### config.mk
export PLATFORM = sky130hd
export DESIGN_NAME = scanline_callback_scheduler
export DESIGN_NICKNAME = d
export VERILOG_FILES = /design/src/rtl/scs_pkg.sv /design/src/rtl/scs_ram.sv /design/src/rtl/scanline_callback_scheduler.sv
export SDC_FILE = /design/constraint.sdc
export NUM_CORES = 1
export LEC_CHECK = 0
export BUFFER_PORTS_ARGS = -buffer_cell sky130_fd_sc_hd__buf_2
export CORE_ASPECT_RATIO = 1.5
export CORE_MARGIN = 4
export CORE_UTILIZATION = 39
export DETAILED_ROUTE_END_ITERATION = 7
export RECOVER_POWER = 50
export SYNTH_ARGS = -nofsm -noshare
export SYNTH_HDL_FRONTEND = slang
export SYNTH_HIERARCHICAL = 1
export SYNTH_SLANG_ARGS = --single-unit
### constraint.sdc
create_clock -name clk -period 8.6 [get_ports clk]
set_input_delay 0 -clock clk [delete_from_list [all_inputs] [get_ports clk]]
set_output_delay 0 -clock clk [all_outputs]
set_load 0.02 [all_outputs]
### src/rtl/scs_pkg.sv
// ----------------------------------------------------------------------------
// scs_pkg
// Shared types and constants for the scanline callback scheduler: request and
// response payloads, action codes, table entry layout and default sizes.
// ----------------------------------------------------------------------------
package scs_pkg;

    // Default table depth and last visible scanline
    localparam int unsigned MAX_ENTRIES_DEF = 8;
    localparam int unsigned LAST_LINE_DEF   = 227;

    // Action codes carried in the request
    localparam logic [2:0] ACT_ADD     = 3'd0;
    localparam logic [2:0] ACT_REMOVE  = 3'd1;
    localparam logic [2:0] ACT_CLEAR   = 3'd2;
    localparam logic [2:0] ACT_ENABLE  = 3'd3;
    localparam logic [2:0] ACT_DISABLE = 3'd4;
    localparam logic [2:0] ACT_EVENT   = 3'd5;

    // Request payload
    typedef struct packed {
        logic [2:0] action;
        logic [7:0] entry_tag;
        logic [7:0] start_line;
        logic [7:0] end_line;
        logic [7:0] line;
    } req_t;

    // Response payload
    typedef struct packed {
        logic       fire;
        logic [7:0] fire_tag;
        logic [7:0] compare_line;
        logic [3:0] entry_count;
        logic       rejected;
    } rsp_t;

    // One table entry as held in the entry memory
    typedef struct packed {
        logic [7:0] tag;
        logic [7:0] first_line;
        logic [7:0] last_line;
    } entry_t;

    localparam int unsigned ENTRY_W = $bits(entry_t);

endpackage

### src/rtl/scs_ram.sv
// ----------------------------------------------------------------------------
// scs_ram
// Generic single-write, single-read synchronous RAM with a registered read.
// ----------------------------------------------------------------------------
module scs_ram #(
    parameter int unsigned WIDTH = 8,
    parameter int unsigned DEPTH = 8,
    localparam int unsigned AW   = (DEPTH > 1) ? $clog2(DEPTH) : 1
) (
    input  logic             clk,
    input  logic             we,
    input  logic [AW-1:0]    waddr,
    input  logic [WIDTH-1:0] wdata,
    input  logic             re,
    input  logic [AW-1:0]    raddr,
    output logic [WIDTH-1:0] rdata
);

    logic [WIDTH-1:0] mem [DEPTH];
    logic [WIDTH-1:0] rdata_reg;

    // Write port
    always_ff @(posedge clk)
    begin
        if (we)
        begin
            mem[waddr] <= wdata;
        end
    end

    // Registered read port
    always_ff @(posedge clk)
    begin
        if (re)
        begin
            rdata_reg <= mem[raddr];
        end
    end

    assign rdata = rdata_reg;

endmodule

### src/rtl/scanline_callback_scheduler.sv
// ----------------------------------------------------------------------------
// scanline_callback_scheduler
// Table of tagged scanline ranges walked on line-compare events.
// ----------------------------------------------------------------------------
// The table lives in one entry RAM (tag, first line, last line) with a
// registered read; count, current entry, enable and compare line are flops.
// Each request transaction yields exactly one response transaction. Clear,
// disable, add and unused actions read no entry, enable reads the first
// entry, a compare event makes one RAM read for the current entry and one
// more when it moves to the next entry. A remove scans the table one entry
// per cycle up to the match and then shifts the later entries down one per
// cycle. A stalled output holds the block in its done state until the
// output register is free. A new request is taken while the previous
// response still waits in the output register. No clearing pass after reset.
// ----------------------------------------------------------------------------
module scanline_callback_scheduler #(
    parameter int unsigned MAX_ENTRIES = scs_pkg::MAX_ENTRIES_DEF,
    parameter int unsigned LAST_LINE   = scs_pkg::LAST_LINE_DEF
) (
    input  logic          clk,
    input  logic          rst_n,
    input  logic          req_valid,
    output logic          req_ready,
    input  scs_pkg::req_t req,
    output logic          rsp_valid,
    input  logic          rsp_ready,
    output scs_pkg::rsp_t rsp
);

    localparam int unsigned IDX_W = (MAX_ENTRIES > 1) ? $clog2(MAX_ENTRIES) : 1;
    localparam int unsigned CNT_W = $clog2(MAX_ENTRIES + 1);
    localparam logic [CNT_W-1:0] CNT_MAX = CNT_W'(MAX_ENTRIES);
    localparam logic [7:0] LAST_L = 8'(LAST_LINE);

    typedef enum logic [5:0] {
        S_IDLE   = 6'b000001,
        S_SEARCH = 6'b000010,
        S_SHIFT  = 6'b000100,
        S_LOOKUP = 6'b001000,
        S_NEXT   = 6'b010000,
        S_DONE   = 6'b100000
    } state_t;

    state_t state_reg, state_next;

    scs_pkg::req_t   item_reg, item_next;
    logic [CNT_W-1:0] count_reg, count_next;
    logic [IDX_W-1:0] cur_reg, cur_next;
    logic [IDX_W-1:0] idx_reg, idx_next;
    logic             enabled_reg, enabled_next;
    logic [7:0]       cmp_reg, cmp_next;
    logic             fire_reg, fire_next;
    logic [7:0]       fire_tag_reg, fire_tag_next;
    logic             rej_reg, rej_next;
    logic             rsp_valid_reg, rsp_valid_next;
    scs_pkg::rsp_t    rsp_reg, rsp_next;

    // Entry RAM port signals
    logic                        ram_we, ram_re;
    logic [IDX_W-1:0]            ram_waddr, ram_raddr;
    scs_pkg::entry_t             ram_wdata, ram_rdata;
    logic [scs_pkg::ENTRY_W-1:0] ram_rdata_raw;

    scs_ram #(
        .WIDTH (scs_pkg::ENTRY_W),
        .DEPTH (MAX_ENTRIES)
    ) u_entry_ram (
        .clk   (clk),
        .we    (ram_we),
        .waddr (ram_waddr),
        .wdata (ram_wdata),
        .re    (ram_re),
        .raddr (ram_raddr),
        .rdata (ram_rdata_raw)
    );

    assign ram_rdata = scs_pkg::entry_t'(ram_rdata_raw);

    // Helper arithmetic on indexes and lines
    logic [CNT_W:0]   idx_p1, idx_p2;
    logic [IDX_W-1:0] cur_eff;
    logic [7:0]       add_first, add_last;

    assign idx_p1  = (CNT_W+1)'(idx_reg) + 1'b1;
    assign idx_p2  = (CNT_W+1)'(idx_reg) + 2'd2;
    assign cur_eff = ((CNT_W+1)'(cur_reg) >= (CNT_W+1)'(count_reg)) ? '0 : cur_reg;

    // Clamp the add range to the last line; a bad end takes the start
    always_comb
    begin
        logic [7:0] e;
        e = ((req.end_line < req.start_line) || (req.end_line > LAST_L)) ?
            req.start_line : req.end_line;
        add_first = (req.start_line > LAST_L) ? LAST_L : req.start_line;
        add_last  = (e > LAST_L) ? LAST_L : e;
    end

    assign req_ready = (state_reg == S_IDLE);

    // Sequencer: read, check and write back the entry RAM
    always_comb
    begin
        state_next     = state_reg;
        item_next      = item_reg;
        count_next     = count_reg;
        cur_next       = cur_reg;
        idx_next       = idx_reg;
        enabled_next   = enabled_reg;
        cmp_next       = cmp_reg;
        fire_next      = fire_reg;
        fire_tag_next  = fire_tag_reg;
        rej_next       = rej_reg;
        rsp_valid_next = rsp_valid_reg;
        rsp_next       = rsp_reg;
        ram_we         = 1'b0;
        ram_waddr      = idx_reg;
        ram_wdata      = ram_rdata;
        ram_re         = 1'b0;
        ram_raddr      = '0;

        // Retire the pending response
        if (rsp_valid_reg && rsp_ready)
        begin
            rsp_valid_next = 1'b0;
        end

        unique case (state_reg)
            S_IDLE:
            begin
                if (req_valid)
                begin
                    item_next     = req;
                    fire_next     = 1'b0;
                    fire_tag_next = '0;
                    rej_next      = 1'b0;
                    state_next    = S_DONE;
                    unique case (req.action)
                        scs_pkg::ACT_ADD:
                        begin
                            if (count_reg < CNT_MAX)
                            begin
                                ram_we     = 1'b1;
                                ram_waddr  = IDX_W'(count_reg);
                                ram_wdata  = '{tag: req.entry_tag, first_line: add_first,
                                               last_line: add_last};
                                count_next = count_reg + 1'b1;
                            end
                            else
                            begin
                                rej_next = 1'b1;
                            end
                        end
                        scs_pkg::ACT_REMOVE:
                        begin
                            if (count_reg == '0)
                            begin
                                rej_next = 1'b1;
                            end
                            else
                            begin
                                ram_re     = 1'b1;
                                ram_raddr  = '0;
                                idx_next   = '0;
                                state_next = S_SEARCH;
                            end
                        end
                        scs_pkg::ACT_CLEAR:
                        begin
                            count_next = '0;
                        end
                        scs_pkg::ACT_ENABLE:
                        begin
                            enabled_next = 1'b1;
                            if (count_reg != '0)
                            begin
                                cur_next   = '0;
                                idx_next   = '0;
                                ram_re     = 1'b1;
                                ram_raddr  = '0;
                                state_next = S_LOOKUP;
                            end
                        end
                        scs_pkg::ACT_DISABLE:
                        begin
                            enabled_next = 1'b0;
                            cmp_next     = '0;
                            cur_next     = '0;
                        end
                        scs_pkg::ACT_EVENT:
                        begin
                            if (enabled_reg && (count_reg != '0))
                            begin
                                idx_next   = cur_eff;
                                ram_re     = 1'b1;
                                ram_raddr  = cur_eff;
                                state_next = S_LOOKUP;
                            end
                        end
                        default:
                        begin
                            state_next = S_DONE;
                        end
                    endcase
                end
            end

            // Compare the tag of entry idx against the remove tag
            S_SEARCH:
            begin
                if (ram_rdata.tag == item_reg.entry_tag)
                begin
                    if (idx_p1 < (CNT_W+1)'(count_reg))
                    begin
                        ram_re     = 1'b1;
                        ram_raddr  = IDX_W'(idx_p1);
                        state_next = S_SHIFT;
                    end
                    else
                    begin
                        count_next = count_reg - 1'b1;
                        state_next = S_DONE;
                    end
                end
                else if (idx_p1 < (CNT_W+1)'(count_reg))
                begin
                    idx_next  = IDX_W'(idx_p1);
                    ram_re    = 1'b1;
                    ram_raddr = IDX_W'(idx_p1);
                end
                else
                begin
                    rej_next   = 1'b1;
                    state_next = S_DONE;
                end
            end

            // Move entry idx+1 down to idx
            S_SHIFT:
            begin
                ram_we    = 1'b1;
                ram_waddr = idx_reg;
                ram_wdata = ram_rdata;
                idx_next  = IDX_W'(idx_p1);
                if (idx_p2 < (CNT_W+1)'(count_reg))
                begin
                    ram_re    = 1'b1;
                    ram_raddr = IDX_W'(idx_p2);
                end
                else
                begin
                    count_next = count_reg - 1'b1;
                    state_next = S_DONE;
                end
            end

            // Evaluate the current entry for enable or a compare event
            S_LOOKUP:
            begin
                state_next = S_DONE;
                if (item_reg.action == scs_pkg::ACT_ENABLE)
                begin
                    cmp_next = ram_rdata.first_line;
                end
                else if (item_reg.line >= ram_rdata.first_line)
                begin
                    if (item_reg.line <= ram_rdata.last_line)
                    begin
                        fire_next     = 1'b1;
                        fire_tag_next = ram_rdata.tag;
                    end
                    if (item_reg.line < ram_rdata.last_line)
                    begin
                        cmp_next = item_reg.line + 8'd1;
                    end
                    else
                    begin
                        if (idx_p1 >= (CNT_W+1)'(count_reg))
                        begin
                            cur_next  = '0;
                            ram_raddr = '0;
                        end
                        else
                        begin
                            cur_next  = IDX_W'(idx_p1);
                            ram_raddr = IDX_W'(idx_p1);
                        end
                        ram_re     = 1'b1;
                        state_next = S_NEXT;
                    end
                end
            end

            // Take the start line of the next entry
            S_NEXT:
            begin
                cmp_next   = ram_rdata.first_line;
                state_next = S_DONE;
            end

            // Hand the response to the output register once it is free
            S_DONE:
            begin
                if (!rsp_valid_reg || rsp_ready)
                begin
                    rsp_valid_next = 1'b1;
                    rsp_next = '{fire: fire_reg, fire_tag: fire_tag_reg,
                                 compare_line: cmp_reg,
                                 entry_count: 4'(count_reg), rejected: rej_reg};
                    state_next = S_IDLE;
                end
            end

            default:
            begin
                state_next = S_IDLE;
            end
        endcase
    end

    // Control state
    always_ff @(posedge clk or negedge rst_n)
    begin
        if (!rst_n)
        begin
            state_reg     <= S_IDLE;
            count_reg     <= '0;
            cur_reg       <= '0;
            enabled_reg   <= 1'b0;
            cmp_reg       <= '0;
            rsp_valid_reg <= 1'b0;
        end
        else
        begin
            state_reg     <= state_next;
            count_reg     <= count_next;
            cur_reg       <= cur_next;
            enabled_reg   <= enabled_next;
            cmp_reg       <= cmp_next;
            rsp_valid_reg <= rsp_valid_next;
        end
    end

    // Payload and working registers
    always_ff @(posedge clk)
    begin
        item_reg     <= item_next;
        idx_reg      <= idx_next;
        fire_reg     <= fire_next;
        fire_tag_reg <= fire_tag_next;
        rej_reg      <= rej_next;
        rsp_reg      <= rsp_next;
    end

    assign rsp_valid = rsp_valid_reg;
    assign rsp       = rsp_reg;

endmodule

==> flow_metrics.py <==
metrics = {
    "pwr": {
        "vdd_ir_drop_max_uv": 133,
        "leakagePower_nw": 5.12,
        "power.internal_mw": 2.65,
        "clkPwrFrac": 0.318,
        "fin_total_pwr_mw": 3.68,
        "pwr-share-seq": 0.496,
        "p_sw_mw": 1.03,
        "power_density_nw_per_um2": 250,
        "swShare": 0.279,
        "combPwrFrac": 0.186,
    },
    "worst_setup_path": {
        "worstSetupPathType": "reg2reg",
        "cp.depth": 8,
        "arrival_ns": 4.83,
        "crit_path_max_incr_delay_ns": 1.28,
        "crit_family": "buffers and inverters",
        "required_ns": 8.78,
        "crit_chain": "nor2_1 > nand4b_1 > nor4_1 > clkbuf_1 > o21ai_0 > nand2b_1 > nor2_2 > buf_4",
        "start_kind": "register",
        "worst_path_max_delay_cell": "clkbuf_1",
        "cp_max_fo": 33,
        "worst-path-buf-inv": 2,
        "end_kind": "register",
        "r2r_cells": 8,
    },
    "min_path": {
        "hp-class": "in2reg",
        "min_path_cells": 3,
    },
    "clock_tree": {
        "cts.clk_slew.worst_paths_ns": 0.07,
        "cts_tree": "done",
        "cts.sinks": 293,
        "clk_path_buf_depth": 3,
        "cts-root-buf": "clkbuf_16",
        "worstSkewPairLatency_ns": 0.55,
        "h-tree-depth": 1,
        "numCtsBuffers": 27,
        "cts_resized": 0,
    },
    "placed_design": {
        "dpl.hpwl_mm": 18.1,
        "routabilityCongestion": 0.872,
        "port_buffers": 62,
        "dp_cells": 1267,
    },
    "final_layout": {
        "final_common_cell": "edfxtp_1",
        "syn_to_final_growth_pct": 14.1,
        "final_layout_size_suffix_gt1_frac": 0.187,
        "multi_input_area_um2": 3900,
        "largest_reg_flops": 192,
        "post-route-util": 0.451,
        "n_fill_cell": 2868,
        "layout_common_cells": "edfxtp_1 (270), nand2_1 (61), mux4_2 (48)",
        "antennaDiodeCount": 0,
        "fin_nets": 984,
        "fin_cells": 1338,
        "regArea_um2": 8680,
    },
    "die": {
        "dieWidth_um": 156,
        "start_util": 0.395,
        "dieArea_um2": 36100,
        "die_h_um": 231,
        "core_um2": 32600,
        "ios": 63,
        "row_count": 81,
    },
    "detailed_routing": {
        "wl_met3_mm": 1.03,
        "dr.pass1.iters": 4,
        "drt_iter0_drc": 348,
        "wl_mm": 28.5,
        "vias": 7103,
        "drc": 0,
        "avgViaCountPerCell": 5.31,
        "top_layer": "met4",
        "final_antenna_net_count": 0,
        "routed-wl-met2_mm": 15.9,
        "wire_per_inst_um": 21.3,
        "wl_met1_mm": 10.9,
    },
    "sta": {
        "period_needed_ns": 4.65,
        "rsz0062_at_grt": "no",
        "fin_crit_sh": 0.541,
        "fin_setup_tns_ns": 0,
        "hold_viol": 0,
        "skew_ns": 0.0134,
        "slew_viol_final": 66,
        "max_freq_mhz": 215,
        "setup_violations": 0,
        "worst_pin_slew_ns": 2.09,
        "relSlewSlack": -0.428,
    },
    "synth": {
        "synth_area_um2": 12900,
        "yosysWarnings": 6,
        "syn_nets": 881,
        "synth_seq_area_share": 0.674,
        "synthTopCellsByArea": "edfxtp_1 (63%), mux4_2 (8.4%), dfrtp_1 (4.3%), ha_1 (3.8%), nand2_1 (1.8%)",
        "ys_types": 67,
        "async_reset_ff_frac": 0.0785,
        "synth.avg_cell_area_um2": 16.1,
        "synth_top_area_cell": "edfxtp_1",
        "ys.flop_type": "edfxtp_1",
        "synth_cells": 803,
        "ys_seq_elements": 293,
        "yosysTopAreaCellShare": 0.629,
        "synth-edff-count": 270,
    },
    "outcome": {
        "violations": "max-capacitance violations, max-slew violations",
        "status": "finished, violations left",
    },
    "job": {
        "cap_viol_max_count": 3,
    },
    "global_routing": {
        "overflow": 0,
        "track_usage": 0.158,
        "grt_max_degree": 49,
        "antenna_found_initial": 0,
        "grt_pass1_wl_mm": 43.6,
        "grt_pass1_vias": 7542,
    },
}
what timing repair did:
item,in CTS,in global routing
hold buffers,25,0
endpoints found under the hold margin,120,0
buffers inserted,0,0
setup endpoints to repair,0,0
cell type report:
cell class,instances,share of cell area
Timing Repair Buffer,102,0.0420
Inverter,37,0.00944
Clock buffer,32,0.0472
Tap cell,415,0.0353
Sequential cell,293,0.590
Multi-Input combinational cell,445,0.265
Clock inverter,14,0.0106
cell families (layout without fill, tap and decap cells):
kind of cell    count (synthesis)  in the layout  synth area share
compound gates                111            111            0.0594
xor+xnor                       18             18            0.0122
fa+ha+maj                      39             39            0.0379
buf+inv                        65            185            0.0240
flops                         293            293             0.674
mux                            84             84             0.118
simple gates                  193            193            0.0744
stage by stage:
stage          hold WS (ns)  setup slack (ns)  instance area, um^2
5_1_grt              0.0735              3.41                14700
3_5_place_dp         0.0267              4.36                13700
3_3_place_gp         0.0294              4.43                13700
2_1_floorplan        -0.296              4.37                12900
6_report             0.0458              3.95                14700
4_1_cts              0.0143              4.34                14800
final timing paths:
kind,from,end,slack [ns]
max,state_reg[2],u_entry_ram/mem[1][11],3.95
min,req[19],u_entry_ram/mem[2][3],0.05
max reg2reg,state_reg[2],u_entry_ram/mem[1][11],3.95
min reg2reg,fire_tag_reg[0],rsp[13],0.42
max in group asynchronous,rst_n,rsp_valid,6.39
min in group asynchronous,rst_n,cmp_reg[1],0.54
tightest hold or removal path, delay by kind of cell:
| kind | cells | cell delay (ns) |
|---|---|---|
| AOI/OAI and AO/OA | 1 | 0.17 |
| buffers and inverters | 1 | 0.12 |
| and+or+nand+nor | 1 | 0.06 |
power by group through the flow:
stage               registers, mW  logic (mW)  clock network, mW
finish                       1.82       0.685               1.17
global route                 1.84       0.768               1.26
CTS                          1.82       0.708               1.20
detailed placement           1.85       0.697                  0
global placement             1.85       0.688                  0
floorplan                    1.84       0.478                  0
Yosys cell counts, drive strengths merged (12+ instances only):
cell type / number
edfxtp: 270
nand2: 63
mux4: 48
ha: 39
inv: 37
o21ai: 37
nor2: 33
mux2: 32
a21oi: 25
dfrtp: 22
nand3: 22
buf: 15
clkbuf: 13
nand2b: 13
xor2: 13
and2: 12
per-layer routing:
layer,GRT usage,vias up
li1,-,3318
met3,0.0195,37
met2,0.305,132
met1,0.178,3616
met4,0.0494,0
met5,0,-
(Power assumes the default switching activity.)
